**src/sv/mexp_pkg.sv**
```systemverilog
// Package with the shared constants and types of the modular exponentiation block.
package mexp_pkg;

	localparam int WORD_BITS_DEF = 32;

	typedef enum logic [2:0] {
		ST_IDLE,
		ST_REDUCE,
		ST_MULACC,
		ST_SQUARE,
		ST_FINISH
	} state_t;

	typedef enum logic [1:0] {
		OPS_REDUCE,
		OPS_MULACC,
		OPS_SQUARE
	} opsel_t;

	typedef struct packed {
		logic   start;
		opsel_t sel;
	} mm_cmd_t;

endpackage

```
**src/sv/mexp_if.sv**
```systemverilog
// Valid/ready channel interfaces for the operand, result and modulus write transactions.
interface mexp_in_if #(
	parameter int WORD_BITS = mexp_pkg::WORD_BITS_DEF
);
	logic                 valid;
	logic                 ready;
	logic [WORD_BITS-1:0] base_value;
	logic [WORD_BITS-1:0] exponent;

	modport source (output valid, output base_value, output exponent, input ready);
	modport sink (input valid, input base_value, input exponent, output ready);
endinterface

interface mexp_out_if #(
	parameter int WORD_BITS = mexp_pkg::WORD_BITS_DEF
);
	logic                 valid;
	logic                 ready;
	logic [WORD_BITS-1:0] power_result;
	logic                 modulus_error;

	modport source (output valid, output power_result, output modulus_error, input ready);
	modport sink (input valid, input power_result, input modulus_error, output ready);
endinterface

interface mexp_cfg_if #(
	parameter int WORD_BITS = mexp_pkg::WORD_BITS_DEF
);
	logic                 valid;
	logic                 ready;
	logic [WORD_BITS-1:0] modulus;

	modport source (output valid, output modulus, input ready);
	modport sink (input valid, input modulus, output ready);
endinterface

```
**src/sv/mexp_mulmod.sv**
```systemverilog
// Bit-serial modular multiplier: one multiplier bit per cycle, most significant bit first.
module mexp_mulmod #(
	parameter int WORD_BITS = mexp_pkg::WORD_BITS_DEF
) (
	input  logic                 clk,
	input  logic                 arst_n,
	input  logic                 start,
	input  logic [WORD_BITS-1:0] mcand,
	input  logic [WORD_BITS-1:0] mplier,
	input  logic [WORD_BITS-1:0] modulus,
	output logic                 done,
	output logic [WORD_BITS-1:0] product
);
	localparam int CW = $clog2(WORD_BITS);

	logic                 busy_q;
	logic                 done_q;
	logic [CW-1:0]        cnt_q;
	logic [WORD_BITS-1:0] acc_q;
	logic [WORD_BITS-1:0] mcand_q;
	logic [WORD_BITS-1:0] mplier_q;
	logic [WORD_BITS-1:0] mod_q;

	logic [WORD_BITS+1:0] sum;
	logic [WORD_BITS+1:0] mod1;
	logic [WORD_BITS+1:0] mod2;
	logic [WORD_BITS+1:0] diff1;
	logic [WORD_BITS+1:0] diff2;
	logic [WORD_BITS-1:0] acc_next;

	// The running value stays below the modulus, so twice it plus the multiplicand
	// stays below three times the modulus and one subtraction of m or 2m reduces it.
	always_comb begin
		sum = {1'b0, acc_q, 1'b0}
			+ (mplier_q[WORD_BITS-1] ? {2'b00, mcand_q} : '0);
		mod1 = {2'b00, mod_q};
		mod2 = {1'b0, mod_q, 1'b0};
		diff1 = sum - mod1;
		diff2 = sum - mod2;
		if (sum >= mod2) begin
			acc_next = diff2[WORD_BITS-1:0];
		end else if (sum >= mod1) begin
			acc_next = diff1[WORD_BITS-1:0];
		end else begin
			acc_next = sum[WORD_BITS-1:0];
		end
	end

	always_ff @(posedge clk or negedge arst_n) begin
		if (!arst_n) begin
			busy_q <= 1'b0;
			done_q <= 1'b0;
			cnt_q  <= '0;
		end else begin
			done_q <= busy_q && (cnt_q == '0);
			if (start && !busy_q) begin
				busy_q <= 1'b1;
				cnt_q  <= CW'(WORD_BITS - 1);
			end else if (busy_q) begin
				if (cnt_q == '0) begin
					busy_q <= 1'b0;
				end
				cnt_q <= cnt_q - 1'b1;
			end
		end
	end

	always_ff @(posedge clk) begin
		if (start && !busy_q) begin
			acc_q    <= '0;
			mcand_q  <= mcand;
			mplier_q <= mplier;
			mod_q    <= modulus;
		end else if (busy_q) begin
			acc_q    <= acc_next;
			mplier_q <= {mplier_q[WORD_BITS-2:0], 1'b0};
		end
	end

	assign done    = done_q;
	assign product = acc_q;
endmodule

```
**src/sv/modular_exponentiation_top.sv**
```systemverilog
// Top level of the modular exponentiation block: sequencer, operand registers and output register.
// Computes base_value ** exponent mod modulus by right-to-left square-and-multiply. A transaction
// is accepted only while the block is idle; the output register then holds the result until it
// is taken, and the next operand transaction may be accepted meanwhile. Every modular product
// goes through one shared bit-serial multiplier; the first product reduces the base. An exponent
// of zero ends after that product, and a zero modulus skips the multiplier and flags an error.
// The modulus write channel is always ready.
module modular_exponentiation_top #(
	parameter int WORD_BITS = mexp_pkg::WORD_BITS_DEF
) (
	input logic clk,
	input logic arst_n,
	mexp_cfg_if.sink cfg,
	mexp_in_if.sink operand,
	mexp_out_if.source result
);
	mexp_pkg::state_t  state_q;
	mexp_pkg::state_t  state_next;
	mexp_pkg::mm_cmd_t mm_cmd;

	logic [WORD_BITS-1:0] modulus_q;
	logic [WORD_BITS-1:0] acc_q;
	logic [WORD_BITS-1:0] b_q;
	logic [WORD_BITS-1:0] e_q;
	logic                 err_q;
	logic                 out_valid_q;
	logic [WORD_BITS-1:0] out_result_q;
	logic                 out_error_q;

	logic                 accept;
	logic                 out_load;
	logic                 last_bit;
	logic                 mm_done;
	logic [WORD_BITS-1:0] mm_product;
	logic [WORD_BITS-1:0] mm_mcand;
	logic [WORD_BITS-1:0] mm_mplier;
	logic [WORD_BITS-1:0] b_cur;

	assign accept   = operand.valid && operand.ready;
	assign last_bit = (e_q[WORD_BITS-1:1] == '0);

	// A product that updates the base is passed straight on to the next product.
	assign b_cur = (mm_done && (state_q inside {mexp_pkg::ST_REDUCE, mexp_pkg::ST_SQUARE}))
		? mm_product : b_q;

	always_comb begin
		state_next = state_q;
		case (state_q)
			mexp_pkg::ST_IDLE: begin
				if (accept) begin
					state_next = (modulus_q == '0) ? mexp_pkg::ST_FINISH : mexp_pkg::ST_REDUCE;
				end
			end
			mexp_pkg::ST_REDUCE: begin
				if (mm_done) begin
					if (e_q == '0) begin
						state_next = mexp_pkg::ST_FINISH;
					end else if (e_q[0]) begin
						state_next = mexp_pkg::ST_MULACC;
					end else begin
						state_next = mexp_pkg::ST_SQUARE;
					end
				end
			end
			mexp_pkg::ST_MULACC: begin
				if (mm_done) begin
					state_next = last_bit ? mexp_pkg::ST_FINISH : mexp_pkg::ST_SQUARE;
				end
			end
			mexp_pkg::ST_SQUARE: begin
				if (mm_done) begin
					if (last_bit) begin
						state_next = mexp_pkg::ST_FINISH;
					end else if (e_q[1]) begin
						state_next = mexp_pkg::ST_MULACC;
					end else begin
						state_next = mexp_pkg::ST_SQUARE;
					end
				end
			end
			mexp_pkg::ST_FINISH: begin
				if (out_load) begin
					state_next = mexp_pkg::ST_IDLE;
				end
			end
			default: begin
				state_next = mexp_pkg::ST_IDLE;
			end
		endcase
	end

	always_comb begin
		operand.ready = 1'b0;
		out_load      = 1'b0;
		mm_cmd.start  = 1'b0;
		mm_cmd.sel    = mexp_pkg::OPS_REDUCE;
		case (state_q)
			mexp_pkg::ST_IDLE: begin
				operand.ready = 1'b1;
				mm_cmd.start  = operand.valid && (modulus_q != '0);
				mm_cmd.sel    = mexp_pkg::OPS_REDUCE;
			end
			mexp_pkg::ST_REDUCE: begin
				mm_cmd.start = mm_done && (e_q != '0);
				mm_cmd.sel   = e_q[0] ? mexp_pkg::OPS_MULACC : mexp_pkg::OPS_SQUARE;
			end
			mexp_pkg::ST_MULACC: begin
				mm_cmd.start = mm_done && !last_bit;
				mm_cmd.sel   = mexp_pkg::OPS_SQUARE;
			end
			mexp_pkg::ST_SQUARE: begin
				mm_cmd.start = mm_done && !last_bit;
				mm_cmd.sel   = e_q[1] ? mexp_pkg::OPS_MULACC : mexp_pkg::OPS_SQUARE;
			end
			mexp_pkg::ST_FINISH: begin
				out_load = !out_valid_q || result.ready;
			end
			default: begin
				out_load = 1'b0;
			end
		endcase
	end

	always_comb begin
		case (mm_cmd.sel)
			mexp_pkg::OPS_REDUCE: begin
				mm_mcand  = WORD_BITS'(1);
				mm_mplier = operand.base_value;
			end
			mexp_pkg::OPS_MULACC: begin
				mm_mcand  = acc_q;
				mm_mplier = b_cur;
			end
			mexp_pkg::OPS_SQUARE: begin
				mm_mcand  = b_cur;
				mm_mplier = b_cur;
			end
			default: begin
				mm_mcand  = b_cur;
				mm_mplier = b_cur;
			end
		endcase
	end

	mexp_mulmod #(
		.WORD_BITS(WORD_BITS)
	) u_mulmod (
		.clk    (clk),
		.arst_n (arst_n),
		.start  (mm_cmd.start),
		.mcand  (mm_mcand),
		.mplier (mm_mplier),
		.modulus(modulus_q),
		.done   (mm_done),
		.product(mm_product)
	);

	always_ff @(posedge clk or negedge arst_n) begin
		if (!arst_n) begin
			state_q     <= mexp_pkg::ST_IDLE;
			modulus_q   <= WORD_BITS'(1);
			out_valid_q <= 1'b0;
		end else begin
			state_q <= state_next;
			if (cfg.valid && cfg.ready) begin
				modulus_q <= cfg.modulus;
			end
			if (out_load) begin
				out_valid_q <= 1'b1;
			end else if (result.ready) begin
				out_valid_q <= 1'b0;
			end
		end
	end

	always_ff @(posedge clk) begin
		if (accept) begin
			e_q   <= operand.exponent;
			err_q <= (modulus_q == '0);
			acc_q <= (modulus_q == '0) ? '0 : WORD_BITS'(1);
		end else if (mm_done) begin
			case (state_q)
				mexp_pkg::ST_REDUCE: begin
					b_q <= mm_product;
				end
				mexp_pkg::ST_MULACC: begin
					acc_q <= mm_product;
				end
				mexp_pkg::ST_SQUARE: begin
					b_q <= mm_product;
					e_q <= {1'b0, e_q[WORD_BITS-1:1]};
				end
				default: begin
					b_q <= b_q;
				end
			endcase
		end
		if (out_load) begin
			out_result_q <= acc_q;
			out_error_q  <= err_q;
		end
	end

	assign cfg.ready            = 1'b1;
	assign result.valid         = out_valid_q;
	assign result.power_result  = out_result_q;
	assign result.modulus_error = out_error_q;
endmodule

```
**src/flat_wrapper.sv**
```systemverilog
// flat-port wrapper written by rule: the top's interface ports become plain ports
module modular_exponentiation_top_flat 
#(
	parameter int WORD_BITS = mexp_pkg::WORD_BITS_DEF
)
  (clk, arst_n, cfg_valid, cfg_modulus, cfg_ready, operand_valid, operand_base_value, operand_exponent, operand_ready, result_valid, result_power_result, result_modulus_error, result_ready);
  mexp_cfg_if #(.WORD_BITS(WORD_BITS)) cfg_i ();
  mexp_in_if #(.WORD_BITS(WORD_BITS)) operand_i ();
  mexp_out_if #(.WORD_BITS(WORD_BITS)) result_i ();
  input logic clk;
  input logic arst_n;
  input wire logic [$bits(cfg_i.valid)-1:0] cfg_valid;
  input wire logic [$bits(cfg_i.modulus)-1:0] cfg_modulus;
  output wire logic [$bits(cfg_i.ready)-1:0] cfg_ready;
  input wire logic [$bits(operand_i.valid)-1:0] operand_valid;
  input wire logic [$bits(operand_i.base_value)-1:0] operand_base_value;
  input wire logic [$bits(operand_i.exponent)-1:0] operand_exponent;
  output wire logic [$bits(operand_i.ready)-1:0] operand_ready;
  output wire logic [$bits(result_i.valid)-1:0] result_valid;
  output wire logic [$bits(result_i.power_result)-1:0] result_power_result;
  output wire logic [$bits(result_i.modulus_error)-1:0] result_modulus_error;
  input wire logic [$bits(result_i.ready)-1:0] result_ready;
  assign cfg_i.valid = cfg_valid;
  assign cfg_i.modulus = cfg_modulus;
  assign cfg_ready = cfg_i.ready;
  assign operand_i.valid = operand_valid;
  assign operand_i.base_value = operand_base_value;
  assign operand_i.exponent = operand_exponent;
  assign operand_ready = operand_i.ready;
  assign result_valid = result_i.valid;
  assign result_power_result = result_i.power_result;
  assign result_modulus_error = result_i.modulus_error;
  assign result_i.ready = result_ready;
  modular_exponentiation_top #(.WORD_BITS(WORD_BITS)) u_core (.clk(clk), .arst_n(arst_n), .cfg(cfg_i), .operand(operand_i), .result(result_i));
endmodule
```
**config.mk**
```make
export PLATFORM = sky130hd
export DESIGN_NAME = modular_exponentiation_top_flat
export DESIGN_NICKNAME = d
export VERILOG_FILES = /design/src/sv/mexp_pkg.sv /design/src/sv/mexp_if.sv /design/src/sv/mexp_mulmod.sv /design/src/sv/modular_exponentiation_top.sv /design/src/flat_wrapper.sv
export SDC_FILE = /design/constraint.sdc
export NUM_CORES = 1
export LEC_CHECK = 0
export BUFFER_PORTS_ARGS = -buffer_cell sky130_fd_sc_hd__clkbuf_2
export CORE_MARGIN = 3
export CORE_UTILIZATION = 45
export CTS_BUF_LIST = sky130_fd_sc_hd__clkbuf_8 sky130_fd_sc_hd__clkbuf_16
export DETAILED_ROUTE_END_ITERATION = 7
export SLEW_MARGIN = 25
export SYNTH_ARGS = -nofsm -noshare
export SYNTH_HDL_FRONTEND = slang
export SYNTH_SLANG_ARGS = --single-unit
```
**constraint.sdc**
```tcl
create_clock -name clk -period 8.3 [get_ports clk]
set_clock_uncertainty 0.05 [all_clocks]
set_input_delay 1.66 -clock clk [delete_from_list [all_inputs] [get_ports clk]]
set_output_delay 1.66 -clock clk [all_outputs]
set_load 0.05 [all_outputs]
```
==> out/results.txt <==
Syn_nets: 1882
Delay-heaviest family, CP: compound AO/OA/AOI/OAI gates
Detailed-route via count: 13110
Number of buffers created by CTS: 36
Unrepaired setup endpoints after global routing: false
Synth cell types: 92
Vias in the first global route: 12438
FMAX: 147.6 MHz
Routed Wire Length: 44.76 mm
Gr ovfl total: 0
First-pass GRT wire length: 70.15 mm
Largest net degree at the start of global routing: 66
Input/output buffers: 135
Sequential share of the synthesized area: 0.4899
Worst Reg-to-Reg Cells: 23
Die area: 40970 um2
Layout cells sized above 1: 0.1472
Register bit total from synthesis: 301
Worst slew pin tran: 1.081 ns
Crit path max-delay cell type: edfxtp_1
Kind of end point of the critical path: flip-flop
WL/cell: 19.13 um
WHS: 0.3669 ns
Hold Crit Class: reg2reg
Endpoints failing setup: 0
Core region area: 37840 um2
MaxCap Viol Count: 0
Crit. Startpoint: u_core.u_mulmod.mplier_q[31]
Levels on crit path: 23
DP Worst Slack: 1.641 ns
CTS Hold Bufs: 0
Die width: 202.4 um
Pwr/cell area: 361.2 nW/um2
Crit path DAT: 7.13 ns
Main synth FF type: edfxtp_1
Sink Count: 301
DR pass1 iterations: 5
Total GRT Usage: 0.2148
Final ANT Viol Nets: 0
Mapped Area: 17360 um2
CTS root buffer: clkbuf_16
H-tree levels: 2
Status: completed
Setup bufs post-CTS: 0
GPL Wtd Cong: 0.9386
Leakage: 8.182 nW
Cells after Synth: 1681
Sw Ratio: 0.4099
Comb pwr share: 0.504
Post-cts sizing count: 0
Height of the chip: 202.4 um
R2R Path End: u_core.u_mulmod.product[16]
Fin nets: 2004
WS Path Type: reg2reg
Clk_lat worst skew: 0.55 ns
Final Core Density: 0.5209
CTS clk-pin slew, worst paths: 0.06 ns
Most used cell, CP: a21oi_1
Final Max Tran Viols: 0
RR Startpoint: u_core.u_mulmod.mplier_q[31]
CTS tree: done
Area delta synth->final: 13.56%
Worst Path Buf+Inv: 2
Power Total: 7.120 mW
Iter 0 DRT Violations: 908
Setup TNS: 0 ns
Cell Int Power: 4.202 mW
Hpwl dp: 33.02 mm
CP Cell Sequence: and2_1 -> ha_1 -> inv_1 -> fa_1 -> nand2b_1 -> a21oi_1 -> o41a_1 -> a21oi_1 -> o21bai_1 -> a21oi_1 -> xnor2_1 -> ha_1 -> nand3_1 -> nor4b_2 -> o221ai_1 -> a31o_1 -> nand2b_2 -> a211oi_1 -> o31ai_2 -> or2_1 -> buf_4 -> mux2i_1 -> o221ai_1
Minimum clock period: 6.777 ns
Worst-path maximum fanout: 33
Number of synthesized flops with an enable pin: 226
Initial Util: 0.4587
Critical Path Max Stage Delay: 0.90 ns
Drt drc: 0
CP startpoint kind: flip-flop
Ys Warns: 0
Syn Area/Cell: 10.33 um2
Worst Slack Setup Final: 1.523 ns
IO Count: 137
FP Rows: 71
CTS Buffer Depth: 3
Antenna cells: 0
Worst setup endpoint: u_core.u_mulmod.product[16]
Post-DR vias/cell: 5.605
Final period utilization: 0.8165
Required time of the critical path: 8.65 ns
Reg power frac: 0.275
Sw Pwr: 2.918 mW
Initial antenna violation count: 0
Relative slew slack: 0.2604
Worst reg-to-reg setup slack: 1.52 ns
Ys async rst share: 0.1429
VDD IR max: 0.0001685 V
Final hold viol count: 0
Clock share of power: 0.221
-- cells by family (layout without fill, tap and decap cells) --
kind of cell | Yosys count | in the layout | synth area share
AND/OR/NAND/NOR | 516 | 516 | 0.1408
XOR/XNOR | 83 | 83 | 0.04188
AO/OA/AOI/OAI | 452 | 452 | 0.1656
other | 1 | 1 | 0.0002160
multiplexers | 92 | 92 | 0.05601
buffers and inverters | 136 | 283 | 0.03222
adder cells (fa/ha/maj) | 100 | 100 | 0.07338
flip-flops | 301 | 301 | 0.4899
-- final cells by class --
class	count	area [um2]
Clock buffer	41	980.9
Tap cell	511	639.4
Clock inverter	22	201.4
Fill cell	3458	18130
Inverter	68	255.2
Sequential cell	301	8504
Multi-Input combinational cell	1244	8327
Timing Repair Buffer	152	803.3
-- stage by stage --
stage | cells | cell area (um2)
floorplan | 1681 | 17360
detailed placement | 2276 | 18520
CTS | 2339 | 19700
global placement | 2276 | 18520
global route | 2339 | 19710
finish | 2339 | 19710
-- how the worst min path moves through the flow --
stage / endpoint / depth (start not counted) / slack [ns] / from
2_1_floorplan: u_core.result.modulus_error / 0 / 0.35 / u_core.err_q
5_1_grt: u_core.result.modulus_error / 0 / 0.38 / u_core.err_q
3_3_place_gp: u_core.result.modulus_error / 0 / 0.35 / u_core.err_q
4_1_cts: u_core.result.modulus_error / 0 / 0.37 / u_core.err_q
6_report: u_core.result.modulus_error / 0 / 0.37 / u_core.err_q
3_5_place_dp: u_core.result.modulus_error / 0 / 0.36 / u_core.err_q
-- power groups by stage --
stage | Combinational, mW | Sequential [mW] | Clock, mW
5_1_grt | 3.94 | 1.97 | 1.68
2_1_floorplan | 2.76 | 1.89 | 0
6_report | 3.59 | 1.96 | 1.57
3_3_place_gp | 3.49 | 1.98 | 0
3_5_place_dp | 3.51 | 1.99 | 0
4_1_cts | 3.53 | 1.95 | 1.62
-- registers in the layout, indices dropped and copies added (netlist names) --
name / cells
u_core.modulus_q: 32
u_core.result.valid: 1
u_core.u_mulmod.busy_q: 1
u_core.u_mulmod.product: 32
u_core.u_mulmod.done: 1
u_core.result.modulus_error: 1
u_core.state_q: 3
u_core.err_q: 1
u_core.result.power_result: 32
u_core.u_mulmod.mcand_q: 32
u_core.b_q: 32
u_core.u_mulmod.mod_q: 32
u_core.acc_q: 32
u_core.e_q: 32
u_core.u_mulmod.cnt_q: 5
u_core.u_mulmod.mplier_q: 32
-- worst reg2reg max path: cells and delay by family, from the launching register on --
family | cells | cell delay [ns]
AOI/OAI and AO/OA | 10 | 2.05
DFF | 1 | 0.90
buffers and inverters | 2 | 0.51
xor gates and xnor gates | 1 | 0.40
and+or+nand+nor | 6 | 1.57
adders and majority gates | 3 | 0.90
muxes | 1 | 0.28
-- synth_stat cells, drive strengths merged (6+ instances only) --
master / instances / area (um2)
mux2i: 57 / 570.6
nor4: 18 / 112.6
nand3: 31 / 160.1
dfxtp: 32 / 640.6
a211oi: 12 / 95.09
xor2: 28 / 245.2
o21ai: 133 / 665.6
ha: 97 / 1214
a22oi: 24 / 180.2
nor2b: 16 / 100.1
and2: 61 / 381.6
a21oi: 123 / 619.4
buf: 15 / 103.9
o31ai: 6 / 63.81
nand2: 226 / 848.3
a21o: 42 / 315.3
nor3: 23 / 115.1
dfrtp: 42 / 1051
xnor2: 55 / 481.7
o21bai: 9 / 67.56
edfxtp: 226 / 6787
o211ai: 16 / 125.1
nand2b: 16 / 102.6
inv: 67 / 251.5
nor2: 80 / 302.8
a31oi: 15 / 108.9
clkbuf: 53 / 200.2
mux2: 35 / 401.6
and3: 11 / 70.07
o21a: 18 / 135.1
nand4: 10 / 62.56
-- layer usage --
| layer | wire length (um) | global-route usage |
|---|---|---|
| met1 | 23040 | 0.3406 |
| met2 | 18400 | 0.3054 |
| met3 | 2440 | 0.03511 |
| met4 | 883 | 0.05122 |
| met5 | 0 | 0 |
-- placed cells by master (no fill, tap or decap), drive strengths merged, types with 6 or more instances in the layout --
master / count
edfxtp: 226
nand2: 226
clkbuf: 176
o21ai: 133
a21oi: 123
ha: 97
nor2: 80
inv: 76
and2: 61
mux2i: 57
xnor2: 55
a21o: 42
dfrtp: 42
mux2: 35
dfxtp: 32
nand3: 31
xor2: 28
a22oi: 24
nor3: 23
o21a: 18
nor4: 18
buf: 17
o211ai: 16
nor2b: 16
nand2b: 16
a31oi: 15
a211oi: 12
and3: 11
nand4: 10
clkinv: 10
o21bai: 9
o31ai: 6
No activity file was read; power rests on OpenSTA's default activity.
